$ cat src/rtl/core/llpt_pkg.sv
// Shared types and constants for the least-loaded process tracker.
// No dependencies; imported by llpt_scan and least_loaded_process_tracker_unit.
`timescale 1ns / 1ps

package llpt_pkg;

    localparam int LOAD_W   = 48;
    localparam int CELLS_W  = 20;
    localparam int LEVEL_W  = 5;
    localparam int WEIGHT_W = CELLS_W + (1 << LEVEL_W) - 1;   // 51
    localparam int SUM_W    = WEIGHT_W + 1;                   // 52

    localparam logic [LOAD_W-1:0]  LOAD_MAX      = '1;
    localparam logic [CELLS_W-1:0] CELLS_RESET   = 20'd4096;
    localparam logic [LEVEL_W-1:0] MIN_LVL_RESET = 5'd0;

    // configuration register indexes
    localparam logic CFG_CELLS   = 1'b0;
    localparam logic CFG_MIN_LVL = 1'b1;

    typedef enum logic [1:0] {
        ACT_ADD       = 2'd0,
        ACT_CLEAR     = 2'd1,
        ACT_CLEAR_ALL = 2'd2
    } t_action;

    typedef enum logic [2:0] {
        S_IDLE,
        S_UPDATE,
        S_SCAN,
        S_LAST,
        S_DONE
    } t_state;

    // per-cycle control for the argmin scan
    typedef struct packed {
        logic first;   // first entry of the sweep
        logic vld;     // data on the scan input this cycle
        logic hit;     // entry is the addressed worker
    } t_scan_ctl;

endpackage

$ cat src/rtl/core/llpt_ram.sv
// Generic single-write, single-read synchronous RAM with registered read.
// No dependencies.
`timescale 1ns / 1ps

module llpt_ram #(
    parameter int WIDTH = 48,
    parameter int DEPTH = 16
) (
    input  logic                     i_clk,
    input  logic                     i_we,
    input  logic [$clog2(DEPTH)-1:0] i_waddr,
    input  logic [WIDTH-1:0]         i_wdata,
    input  logic                     i_re,
    input  logic [$clog2(DEPTH)-1:0] i_raddr,
    output logic [WIDTH-1:0]         o_rdata
);

    logic [WIDTH-1:0] r_mem [DEPTH];
    logic [WIDTH-1:0] r_rdata;

    always_ff @(posedge i_clk) begin
        if (i_we) begin
            r_mem[i_waddr] <= i_wdata;
        end
        if (i_re) begin
            r_rdata <= r_mem[i_raddr];
        end
    end

    assign o_rdata = r_rdata;

endmodule

$ cat src/rtl/core/llpt_scan.sv
// Streaming argmin over one load per cycle while i_ctl.vld is set; also captures the addressed load.
// Depends on llpt_pkg.
`timescale 1ns / 1ps

module llpt_scan
    import llpt_pkg::*;
#(
    parameter int IDX_W = 4
) (
    input  logic              i_clk,
    input  t_scan_ctl         i_ctl,
    input  logic [IDX_W-1:0]  i_idx,
    input  logic [LOAD_W-1:0] i_load,
    output logic [IDX_W-1:0]  o_min_idx,
    output logic [LOAD_W-1:0] o_hit_load
);

    logic [LOAD_W-1:0] r_best_load;
    logic [IDX_W-1:0]  r_best_idx;
    logic [LOAD_W-1:0] r_hit_load;

    always_ff @(posedge i_clk) begin
        if (i_ctl.vld) begin
            // strict less-than keeps the lowest index on ties
            if (i_ctl.first || (i_load < r_best_load)) begin
                r_best_load <= i_load;
                r_best_idx  <= i_idx;
            end
            if (i_ctl.hit) begin
                r_hit_load <= i_load;
            end else if (i_ctl.first) begin
                r_hit_load <= '0;
            end
        end
    end

    assign o_min_idx  = r_best_idx;
    assign o_hit_load = r_hit_load;

endmodule

$ cat src/rtl/core/least_loaded_process_tracker_unit.sv
// Top level of the least-loaded process tracker: command FSM, load RAM, scan.
// Depends on llpt_pkg, llpt_ram, llpt_scan.
`timescale 1ns / 1ps
//
// Channel   Direction  Handshake                Payload
// -------   ---------  -----------------------  ----------------------------------------
// command   in         start & !busy            i_action, i_worker_index, i_tree_level
// result    out        o_done (one cycle)       o_least_loaded_worker, o_worker_load,
//                                               o_bad_request, o_saturated
// config    in         i_cfg_we                 i_cfg_idx, i_cfg_data
//
// busy stays high from the accepting edge to the edge that ends the result
// strobe. That span is set by the argmin sweep, which reads the load RAM
// one entry per cycle through its single read port. Reset (synchronous,
// active low) clears the per-entry valid bits, so every load reads as zero
// at once; no clearing pass.
// The result strobe lasts exactly one cycle and cannot be stalled.

module least_loaded_process_tracker_unit
    import llpt_pkg::*;
#(
    parameter int NUM_WORKERS = 16
) (
    input  logic                i_clk,
    input  logic                i_rst_n,
    // command
    input  logic                start,
    output logic                busy,
    input  logic [1:0]          i_action,
    input  logic [3:0]          i_worker_index,
    input  logic [LEVEL_W-1:0]  i_tree_level,
    // result
    output logic                o_done,
    output logic [3:0]          o_least_loaded_worker,
    output logic [LOAD_W-1:0]   o_worker_load,
    output logic                o_bad_request,
    output logic                o_saturated,
    // configuration
    input  logic                i_cfg_we,
    input  logic                i_cfg_idx,
    input  logic [CELLS_W-1:0]  i_cfg_data
);

    localparam int AW = $clog2(NUM_WORKERS);
    localparam int XW = (AW > 4) ? AW : 4;   // common width for index compares

    // configuration registers
    logic [CELLS_W-1:0] r_cells;
    logic [LEVEL_W-1:0] r_min_lvl;

    // FSM and latched command
    t_state              r_state, n_state;
    logic [1:0]          r_action;
    logic [3:0]          r_idx;
    logic [WEIGHT_W-1:0] r_weight;
    logic                r_lvl_ok;
    logic [AW-1:0]       r_cnt;

    // valid bit per RAM entry: an entry that is not valid reads as zero
    logic [NUM_WORKERS-1:0] r_valid;
    logic                   r_rd_vbit;

    // scan pipeline
    logic          r_scan_vld;
    logic [AW-1:0] r_scan_idx;

    logic r_bad;
    logic r_sat;

    // datapath wires
    logic [XW-1:0]     w_in_ext;
    logic [XW-1:0]     w_idx_ext;
    logic [AW-1:0]     w_in_addr;
    logic [AW-1:0]     w_addr;
    logic              w_in_range;
    logic              w_accept;
    logic              w_re;
    logic [AW-1:0]     w_raddr;
    logic [LOAD_W-1:0] w_ram_q;
    logic [LOAD_W-1:0] w_old;
    logic [SUM_W-1:0]  w_sum;
    logic              w_sum_sat;
    logic [LOAD_W-1:0] w_new;
    logic              w_we;
    logic              w_bad;
    logic              w_clr_one;
    logic              w_clr_all;
    logic [LEVEL_W-1:0] w_shift;
    logic [WEIGHT_W-1:0] w_weight;
    t_scan_ctl         w_scan_ctl;
    logic [AW-1:0]     w_min_idx;
    logic [XW-1:0]     w_min_ext;
    logic [LOAD_W-1:0] w_hit_load;

    assign w_accept   = start && !busy;
    assign w_in_ext   = XW'(i_worker_index);
    assign w_in_addr  = w_in_ext[AW-1:0];
    assign w_idx_ext  = XW'(r_idx);
    assign w_addr     = w_idx_ext[AW-1:0];
    assign w_in_range = (32'(r_idx) < 32'(NUM_WORKERS));

    // weight of an add, formed at accept; shift only meaningful when level >= min
    assign w_shift  = i_tree_level - r_min_lvl;
    assign w_weight = WEIGHT_W'(i_tree_level >= r_min_lvl ? 1'b1 : 1'b0) == '0
                    ? '0 : (WEIGHT_W'(r_cells) << w_shift);

    // configuration writes
    always_ff @(posedge i_clk) begin
        if (!i_rst_n) begin
            r_cells   <= CELLS_RESET;
            r_min_lvl <= MIN_LVL_RESET;
        end else if (i_cfg_we) begin
            case (i_cfg_idx)
                CFG_CELLS:   r_cells   <= i_cfg_data;
                CFG_MIN_LVL: r_min_lvl <= i_cfg_data[LEVEL_W-1:0];
                default:     r_cells   <= r_cells;
            endcase
        end
    end

    // state register
    always_ff @(posedge i_clk) begin
        if (!i_rst_n) begin
            r_state <= S_IDLE;
        end else begin
            r_state <= n_state;
        end
    end

    // next state
    always_comb begin
        n_state = r_state;
        case (r_state)
            S_IDLE:   if (start) n_state = S_UPDATE;
            S_UPDATE: n_state = S_SCAN;
            S_SCAN:   if (r_cnt == AW'(NUM_WORKERS - 1)) n_state = S_LAST;
            S_LAST:   n_state = S_DONE;
            S_DONE:   n_state = S_IDLE;
            default:  n_state = S_IDLE;
        endcase
    end

    assign busy   = (r_state != S_IDLE);
    assign o_done = (r_state == S_DONE);

    // latch the command; the read of the addressed entry goes out at accept
    always_ff @(posedge i_clk) begin
        if (w_accept) begin
            r_action <= i_action;
            r_idx    <= i_worker_index;
            r_weight <= w_weight;
            r_lvl_ok <= (i_tree_level >= r_min_lvl);
        end
    end

    // RAM read port: addressed entry at accept, then the sweep
    assign w_re    = w_accept || (r_state == S_SCAN);
    assign w_raddr = (r_state == S_SCAN) ? r_cnt : w_in_addr;

    always_ff @(posedge i_clk) begin
        r_rd_vbit <= r_valid[w_raddr];
    end

    assign w_old = r_rd_vbit ? w_ram_q : '0;

    // read-modify-write for an add: exact sum, then saturate
    assign w_sum     = SUM_W'(w_old) + SUM_W'(r_weight);
    assign w_sum_sat = (w_sum >= SUM_W'(LOAD_MAX));
    assign w_new     = w_sum_sat ? LOAD_MAX : w_sum[LOAD_W-1:0];

    always_comb begin
        w_bad     = 1'b0;
        w_we      = 1'b0;
        w_clr_one = 1'b0;
        w_clr_all = 1'b0;
        case (r_action)
            ACT_ADD: begin
                w_bad = !w_in_range || !r_lvl_ok;
                w_we  = !w_bad && (r_state == S_UPDATE);
            end
            ACT_CLEAR: begin
                w_bad     = !w_in_range;
                w_clr_one = w_in_range && (r_state == S_UPDATE);
            end
            ACT_CLEAR_ALL: begin
                w_clr_all = (r_state == S_UPDATE);
            end
            default: begin
                w_bad = 1'b1;
            end
        endcase
    end

    // valid bits stand in for clearing the RAM
    always_ff @(posedge i_clk) begin
        if (!i_rst_n) begin
            r_valid <= '0;
        end else if (w_clr_all) begin
            r_valid <= '0;
        end else if (w_clr_one) begin
            r_valid[w_addr] <= 1'b0;
        end else if (w_we) begin
            r_valid[w_addr] <= 1'b1;
        end
    end

    // flags for the result
    always_ff @(posedge i_clk) begin
        if (r_state == S_UPDATE) begin
            r_bad <= w_bad;
            r_sat <= (r_action == ACT_ADD) && !w_bad && w_sum_sat;
        end
    end

    // sweep counter and scan-data pipeline
    always_ff @(posedge i_clk) begin
        if (!i_rst_n) begin
            r_cnt      <= '0;
            r_scan_vld <= 1'b0;
        end else begin
            r_scan_vld <= (r_state == S_SCAN);
            if (r_state == S_SCAN) begin
                r_cnt <= r_cnt + AW'(1);
            end else begin
                r_cnt <= '0;
            end
        end
    end

    always_ff @(posedge i_clk) begin
        r_scan_idx <= r_cnt;
    end

    assign w_scan_ctl.first = (r_scan_idx == '0);
    assign w_scan_ctl.vld   = r_scan_vld;
    assign w_scan_ctl.hit   = w_in_range && (XW'(r_scan_idx) == w_idx_ext);

    llpt_ram #(
        .WIDTH (LOAD_W),
        .DEPTH (NUM_WORKERS)
    ) u_ram (
        .i_clk   (i_clk),
        .i_we    (w_we),
        .i_waddr (w_addr),
        .i_wdata (w_new),
        .i_re    (w_re),
        .i_raddr (w_raddr),
        .o_rdata (w_ram_q)
    );

    llpt_scan #(
        .IDX_W (AW)
    ) u_scan (
        .i_clk      (i_clk),
        .i_ctl      (w_scan_ctl),
        .i_idx      (r_scan_idx),
        .i_load     (w_old),
        .o_min_idx  (w_min_idx),
        .o_hit_load (w_hit_load)
    );

    // index reported in four bits
    assign w_min_ext             = XW'(w_min_idx);
    assign o_least_loaded_worker = w_min_ext[3:0];
    assign o_worker_load         = w_hit_load;
    assign o_bad_request         = r_bad;
    assign o_saturated           = r_sat;

endmodule
$ cat config.mk
export PLATFORM = sky130hd
export DESIGN_NAME = least_loaded_process_tracker_unit
export DESIGN_NICKNAME = d
export VERILOG_FILES = /design/src/rtl/core/llpt_pkg.sv /design/src/rtl/core/llpt_ram.sv /design/src/rtl/core/llpt_scan.sv /design/src/rtl/core/least_loaded_process_tracker_unit.sv
export SDC_FILE = /design/constraint.sdc
export NUM_CORES = 2
export LEC_CHECK = 0
export BUFFER_PORTS_ARGS = -buffer_cell sky130_fd_sc_hd__buf_2
export CORE_UTILIZATION = 65
export CTS_CLUSTER_SIZE = 16
export DETAILED_ROUTE_END_ITERATION = 16
export PLACE_DENSITY = 0.81
export SYNTH_ARGS = -nofsm -noshare
export SYNTH_HDL_FRONTEND = slang
export SYNTH_SLANG_ARGS = --single-unit
$ cat constraint.sdc
create_clock -name i_clk -period 17.1 [get_ports i_clk]
set_input_delay 0.855 -clock i_clk [delete_from_list [all_inputs] [get_ports i_clk]]
set_output_delay 0.855 -clock i_clk [all_outputs]
set_load 0.05 [all_outputs]
=== Yosys cells after proc, flatten, opt, wreduce, memory -nomap -nowiden ===
Memories as Yosys holds them, arrays and structs flattened. A register that Yosys moved wholly into a read port is not among the register bits.
Cells that the tools add are included.

* Flip-flop bits (word level): 214
* Bits in writable memories: 768
* Output and inout bits: 56
* Memories kept: 1

{| class="wikitable"
|+ Memories
! name !! words !! width !! rd ports !! clocked after Yosys merged registers in !! write ports !! line !! source
|-
| u_ram.r_mem || 16 || 48 || 1 || 1 || 1 || llpt_ram.sv:18 || <nowiki>logic [WIDTH-1:0] r_mem [DEPTH];</nowiki>
|}

* Add/sub/neg operators: 3
* Magnitude comparators: 6
* Equal/unequal tests: 10
* Shift-type cells: 1
* Mux-type cells: 21
* Bitwise gates (word level): 5
* Reduce and logical (&&, ||, !) cells: 25

{| class="wikitable"
|+ Operator list
! operator !! count
|-
| two-way mux 48 bit || 4
|-
| adder 48 x 51 -> 52 bit || 1
|-
| greater-or-equal comparator 52 x 48 -> 1 bit, second input constant || 1
|-
| logical NOT 51 bit || 1
|-
| << shifter 20 x 5 -> 51 bit || 1
|-
| less-than comparator 48 bit || 1
|-
| two-way mux 16 bit || 2
|-
| AND 16 bit || 1
|-
| NOT 16 bit || 1
|-
| OR 16 bit || 1
|-
| case mux 3 bit (4 select lines) || 1
|-
| AND reduction 2 bit || 6
|-
| less-than comparator 4 x 5 -> 1 bit, second input constant || 2
|-
| two-way mux 1 bit || 8
|-
| == test 3 x 2 -> 1 bit, second input constant || 2
|-
| two-way mux 3 bit || 2
|-
| greater-or-equal comparator 5 bit || 1
|-
| logical AND 1 bit || 5
|-
| subtractor 5 bit || 1
|-
| adder 4 x 1 -> 4 bit, second input constant || 1
|-
| binary-select mux 1 bit (select 4 bit) || 1
|-
| demux 1 bit (select 4 bit) || 1
|-
| == test 4 bit || 1
|-
| == test 4 bit, second input constant || 1
|-
| 17 further kinds || 24
|}

=== Logic depth before layout (Yosys ltp) ===
* Word-level depth: 7
* Depth in mapped cells: 25

=== Cells and area by module ===
A second synthesis with hierarchy kept.

* Cells, all modules: 2799
* Area total of the unflattened synthesis: 44361.3 um^2

{| class="wikitable"
|+ Modules (own cells, without submodules)
! module !! instances !! cells each !! area an instance (um^2) !! sequential area each (um^2)
|-
| llpt_ram || 1 || 1242 || 30171.4 || 24503.5
|-
| least_loaded_process_tracker_unit || 1 || 1237 || 9679.3 || 2882.8
|-
| llpt_scan || 1 || 320 || 4510.6 || 3002.9
|}

=== Least setup slack after synthesis ===
No wires, ideal clock.

* Kind: register to register
* Start: reg r_rd_vbit
* End: reg u_scan.r_best_idx[0] (netlist: u_scan.o_min_idx[0]) (enable)
* Arrival time: 5.906 ns
* Required time: 16.607 ns
* Slack: 10.701 ns
* Stages on the path, launching flop included: 23
* Buffers on the path: 7
* Clock period less this slack: 6.399 ns
* Cells stage by stage: dfxtp_1 -> buf_4 -> buf_4 -> buf_4 -> buf_6 -> clkbuf_1 -> clkbuf_1 -> clkbuf_1 -> nand2_1 -> inv_1 -> ha_1 -> a21oi_1 -> nor2b_1 -> o21ai_0 -> nand2b_1 -> a21oi_1 -> nor2b_1 -> o21ai_0 -> nand2b_1 -> a21oi_1 -> o211a_1 -> o21ai_0 -> a31oi_1

* Cells in the longest elaborated chain, start to end: 4

{| class="wikitable"
|+ RTL lines
! element !! line !! source
|-
| start: declaration || least_loaded_process_tracker_unit.sv:61 || <nowiki>logic r_rd_vbit;</nowiki>
|-
| start signal: assignment || least_loaded_process_tracker_unit.sv:161 || <nowiki>r_rd_vbit <= r_valid[w_raddr];</nowiki>
|-
| two-way mux 48 bit || least_loaded_process_tracker_unit.sv:164 || <nowiki>assign w_old = r_rd_vbit ? w_ram_q : '0;</nowiki>
|-
| net u_scan.i_load[41] || llpt_scan.sv:13 || <nowiki>input logic [LOAD_W-1:0] i_load,</nowiki>
|-
| less-than comparator 48 bit || llpt_scan.sv:25 || <nowiki>if (i_ctl.first || (i_load < r_best_load)) begin</nowiki>
|-
| logical OR 1 bit || llpt_scan.sv:25 ||
|-
| AND reduction 2 bit (no line) || - ||
|-
| end signal: assignment || llpt_scan.sv:27 || <nowiki>r_best_idx <= i_idx;</nowiki>
|-
| end: declaration || llpt_scan.sv:19 || <nowiki>logic [IDX_W-1:0] r_best_idx;</nowiki>
|}

The timed path passes the listed nets, and every way through them passes these cells.
A chain may end at the register's enable or synchronous reset.

=== Worst setup path after layout ===
* Start: reg r_rd_vbit
* End: mem u_ram.r_mem[11][6], data pin

* Cells in the longest elaborated chain, start to end: 4

{| class="wikitable"
|+ RTL lines
! element !! line !! source
|-
| two-way mux 48 bit || least_loaded_process_tracker_unit.sv:164 ||
|-
| net u_scan.i_load[37] || llpt_scan.sv:13 ||
|-
| adder 48 x 51 -> 52 bit || least_loaded_process_tracker_unit.sv:167 || <nowiki>assign w_sum = SUM_W'(w_old) + SUM_W'(r_weight);</nowiki>
|-
| greater-or-equal comparator 52 x 48 -> 1 bit || least_loaded_process_tracker_unit.sv:168 || <nowiki>assign w_sum_sat = (w_sum >= SUM_W'(LOAD_MAX));</nowiki>
|-
| two-way mux 48 bit || least_loaded_process_tracker_unit.sv:169 || <nowiki>assign w_new = w_sum_sat ? LOAD_MAX : w_sum[LOAD_W-1:0];</nowiki>
|-
| net u_ram.i_wdata[6] || llpt_ram.sv:12 || <nowiki>input logic [WIDTH-1:0] i_wdata,</nowiki>
|-
| end: declaration || llpt_ram.sv:18 ||
|}

The timed path passes the listed nets, and every way through them passes these cells.

==> results.txt <==
* Initial antenna violation count: 6
- Clock latency on the worst-skew pair, taken at its later pin, is 0.67 ns.
- Of the total synthesized cell area, the portion taken by XOR and XNOR cells is 0.0182.
- Start of the worst register-to-register path: r_rd_vbit$_DFF_P_
- Fmax achieved: 140 MHz
- Maximum clock insertion buffer count: 3
* Largest vdd supply drop: 0.0000859 V
* Wirelength per Cell: 30.2 um
* Footprint of the multi-input gates: 14400 um^2
- Pint: 4.31 mW
- Measured along the x axis, the die boundary spans 267 um.
- The share of total power dissipated in combinational logic is 0.126.
* Flip-flop and latch area: 30400 um^2
- After detailed routing, the number of remaining DRC violations is 0.
- Sequential share of power: 0.505
- In the synthesized netlist the dominant register cell turns out to be sky130_fd_sc_hd__edfxtp_1.
* Number of cells after detailed placement: 3935
- Area fraction in and, or, nand and nor cells after synthesis: 0.0824
- The via count of the first global-routing pass is 27972.
- Once detail routing completed, the nets flagged for antenna violations numbered 0.
* Main combinational cell family by area after synthesis: multiplexers
- Hold Fails Final Rpt: 0
* Cell repeated most along the worst path: sky130_fd_sc_hd__nand2_1
- After detailed routing, the total wire length is 124000 um.
- Of the total power, the clock network draws 0.369.
* Gates resized, CTS repair: 0
* Clock transition at the registers of the reported paths: 0.06 ns
- Max-cap violations in this run came to 0.
- EDFF count, synth: 976
- Of the available clock period, the critical path in the final layout requires 0.416.
- Synthesized area: 45700 um^2
- For this run, the slowest stage of the critical path takes 0.83 ns.
- Switching portion of total power: 0.263
- Worst slew margin: 0.0951
- Sequential element share of the synthesized area: 0.666
- Number of clock buffers inserted by TritonCTS: 100
- Area fraction in compound gates after synthesis: 0.0829
- The clock drives 1030 sinks.
- Most frequent cells after synthesis: sky130_fd_sc_hd__edfxtp_1 (976), sky130_fd_sc_hd__nand2_1 (355), sky130_fd_sc_hd__mux4_2 (206), sky130_fd_sc_hd__nor2_1 (159), sky130_fd_sc_hd__clkbuf_1 (120)
- Number of instances on the worst hold path: 1
- Floorplan die area: 71300 um^2
- Counting flops and latches in the post-synthesis netlist gives 1030.
* Fill cell instance count of the final layout: 4115
* Static Leakage: 17.1 nW
- 92 I/O pins were placed.
- Crit path max fanout: 75
- Excluding fillers, the count of instances in the completed layout stands at 4117.
* Worst Hold Slack: 0.367 ns
- Traced cell by cell, the critical path runs through buf_4 > nand2_1 > inv_1 > ha_1 > a21oi_1 > nand2_1 > o21bai_1 > a21o_1 > a2111oi_0 > nand2_1 > or4_1 > nor4_1 > nand4_1 > or4_1 > o41a_1 > buf_4 > o21ai_0.
* H-tree levels: 3
* Type of element capturing the critical path: flop
- Register-to-register setup slack: 9.98 ns
- The largest total area in the synthesized netlist belongs to sky130_fd_sc_hd__edfxtp_1.
- Entering global routing, the biggest net connects 140 pins.
* Synth Area in Adders: 0.0193
- Max Slew Vio Count: 0
- Of the post-synthesis cell area, the part taken by muxes is 0.107.
- Of the post-synthesis cell area, the dominant cell type holds 0.642.
* RD Place Congestion: 0.978
- Status: finished, final reports clean
- The worst hold path begins at i_action[1].
- Core area: 69100 um^2
- Measured in cells, the most critical reg-to-reg path has a length of 17.
- Counting every net in the synthesized netlist gives 3145.
- In the post-synthesis netlist, the cell with the most instances is sky130_fd_sc_hd__edfxtp_1.
- Via-per-instance ratio: 6.94
- Final clock skew: 0.0286 ns
- For this design, the CTS-stage hold fixing added 0 buffers.
* Die height: 267 um
- DRT Pass-1 Iters: 6
- Initial Util: 0.661
* Wire length of the first global-routing pass: 181000 um
- Setup slack closes at 9.98 ns.
* Cell area power density: 116 nW/um^2
- Worst path top cell family by delay: compound AO/OA/AOI/OAI gates
* Slew at the pin closest to its max-slew limit: 1.34 ns
- Counting every instance in the synthesized netlist gives 3045.
- Hold crit path type: in2reg
- Fraction of final layout cells sized beyond drive strength 1: 0.177
* Final HPWL DP: 73800 um
- Global router's overall resource usage: 0.353
* Data required time at the worst endpoint: 17.38 ns
- Total of buffers placed on input and output ports: 91
- The routed layout has 28574 vias.
- Total buffers and inverters traversed by the critical path: 3
- Global-route congestion overflow total: 0
* Detailed router's first-iteration violation count: 3867
* Worst-path cell with the longest stage delay: sky130_fd_sc_hd__dfxtp_4
- Once the clock tree was built, the setup fixing pass inserted 0 buffers.
- Setup repair after global routing left no endpoint under its margin.
- Number of distinct library cells after synthesis: 97
- Averaged over all synthesized cells, the footprint is 15.0 um^2.
* TritonCTS clock tree: built
- At the worst endpoint, the arrival time is 7.40 ns.
- The worst setup path is launched from a flop.
* Final setup TNS: 0 ns
- Final min period: 7.12 ns
- Area contributors post-synth: sky130_fd_sc_hd__edfxtp_1 (64%), sky130_fd_sc_hd__mux4_2 (10%), sky130_fd_sc_hd__nand2_1 (2.9%)
- Sw power: 1.54 mW
- Count of final setup violators: 0
- Nets@finish: 3206
- FF-to-FF End: u_ram.r_mem[11][6]$_DFFE_PP_
- Post-synth ARST share: 0
- The worst hold path terminates at r_action[1]$_DFFE_PP_.
* Ys Warns: 0
- OpenSTA, run right after detailed placement, puts the worst setup slack at 10.14 ns.
- The initialized floorplan defines 96 standard-cell rows.
* Kind of critical path: reg2reg
* Buffer cell driving the clock tree root: sky130_fd_sc_hd__clkbuf_16
- Compared with the post-synthesis result, the final layout area differs by 10.1%.
registers in the layout, summed over array words and instances (netlist names), 4 cells and up, named ones only:
| name | flops |
|---|---|
| u_scan.o_hit_load | 48 |
| u_ram.o_rdata | 48 |
| u_scan.r_best_load | 48 |
| r_cells | 20 |
| r_min_lvl | 5 |
| r_weight | 51 |
| u_ram.r_mem | 768 |
| u_scan.o_min_idx | 4 |
| r_idx | 4 |
| r_scan_idx | 4 |
| r_cnt | 4 |
metal layers:
metal | vias to the layer above | part of all wire | track usage
met4 | 12 | 0.041 | 0.150
li1 | 11959 | - | -
met2 | 2004 | 0.46 | 0.542
met5 | - | 0.00069 | 0
met1 | 14279 | 0.38 | 0.492
met3 | 320 | 0.11 | 0.0781
worst max path at each step:
stage,to,depth (start not counted),startpoint
after CTS,u_ram.r_mem[15][6]$_DFFE_PP_,17,r_rd_vbit$_DFF_P_
after detailed placement,u_ram.r_mem[12][6]$_DFFE_PP_,17,r_rd_vbit$_DFF_P_
after global placement,u_ram.r_mem[12][6]$_DFFE_PP_,17,r_rd_vbit$_DFF_P_
after global routing,u_ram.r_mem[11][6]$_DFFE_PP_,17,r_rd_vbit$_DFF_P_
final,u_ram.r_mem[11][6]$_DFFE_PP_,17,r_rd_vbit$_DFF_P_
after floorplan,u_scan.o_min_idx[0]$_DFFE_PP_,22,r_rd_vbit$_DFF_P_
layout by cell type, fill, tap and decap left out, types with 22 or more instances in the layout:
master / count
sky130_fd_sc_hd__edfxtp_1: 976
sky130_fd_sc_hd__nand2_1: 355
sky130_fd_sc_hd__mux4_2: 206
sky130_fd_sc_hd__nor2_1: 142
sky130_fd_sc_hd__inv_1: 113
sky130_fd_sc_hd__clkbuf_16: 101
sky130_fd_sc_hd__o21ai_0: 93
sky130_fd_sc_hd__buf_2: 91
sky130_fd_sc_hd__a21oi_1: 84
sky130_fd_sc_hd__a31oi_1: 70
sky130_fd_sc_hd__and2_1: 67
sky130_fd_sc_hd__a211oi_1: 65
sky130_fd_sc_hd__xnor2_1: 63
sky130_fd_sc_hd__ha_1: 63
sky130_fd_sc_hd__dfxtp_1: 53
sky130_fd_sc_hd__nand3_1: 36
sky130_fd_sc_hd__buf_4: 35
sky130_fd_sc_hd__xor2_1: 30
sky130_fd_sc_hd__a21boi_0: 30
sky130_fd_sc_hd__nand2b_1: 25
sky130_fd_sc_hd__clkinv_2: 22
per-stage QoR:
stage           util  power [mW]  cell area, um^2
2_1_floorplan      -        3.46            45700
3_3_place_gp   0.682        3.69            47100
3_5_place_dp   0.682        3.70            47100
4_1_cts        0.728        5.83            50300
5_1_grt        0.728        5.99            50300
6_report       0.728        5.85            50300
worst register-to-register path, cell delays in order (launching register included):
cell                        delay, ns
sky130_fd_sc_hd__dfxtp_4         0.83
sky130_fd_sc_hd__buf_4           0.68
sky130_fd_sc_hd__nand2_1         0.18
sky130_fd_sc_hd__inv_1           0.14
sky130_fd_sc_hd__ha_1            0.33
sky130_fd_sc_hd__a21oi_1         0.22
sky130_fd_sc_hd__nand2_1         0.16
sky130_fd_sc_hd__o21bai_1        0.19
sky130_fd_sc_hd__a21o_1          0.27
sky130_fd_sc_hd__a2111oi_0       0.49
sky130_fd_sc_hd__nand2_1         0.08
sky130_fd_sc_hd__or4_1           0.54
sky130_fd_sc_hd__nor4_1          0.53
sky130_fd_sc_hd__nand4_1         0.15
sky130_fd_sc_hd__or4_1           0.54
sky130_fd_sc_hd__o41a_1          0.44
sky130_fd_sc_hd__buf_4           0.34
sky130_fd_sc_hd__o21ai_0         0.62
area by class of cell:
cell class,instances,area share
sequential,1030,0.604
multi-input combinational,1728,0.285
clock buffer,121,0.0518
inverter,118,0.00881
clock inverter,60,0.0112
timing repair buffer,128,0.0151
antenna,1,0.0000498
tap,931,0.0232
cell families after synthesis:
family                     after synthesis
muxes                                  228
AOI/OAI and AO/OA                      545
and+or+nand+nor                        789
adders and majority gates               71
buffers and inverters                  287
DFF                                   1030
xor gates and xnor gates                95
power groups by stage:
stage / clock network (mW) / logic [mW] / registers (mW)
6_report: 2.16 / 0.737 / 2.95
5_1_grt: 2.26 / 0.782 / 2.95
4_1_cts: 2.16 / 0.721 / 2.94
3_5_place_dp: 0 / 0.707 / 3.00
3_3_place_gp: 0 / 0.691 / 3.00
2_1_floorplan: 0 / 0.518 / 2.94
(Power assumes the default switching activity.)
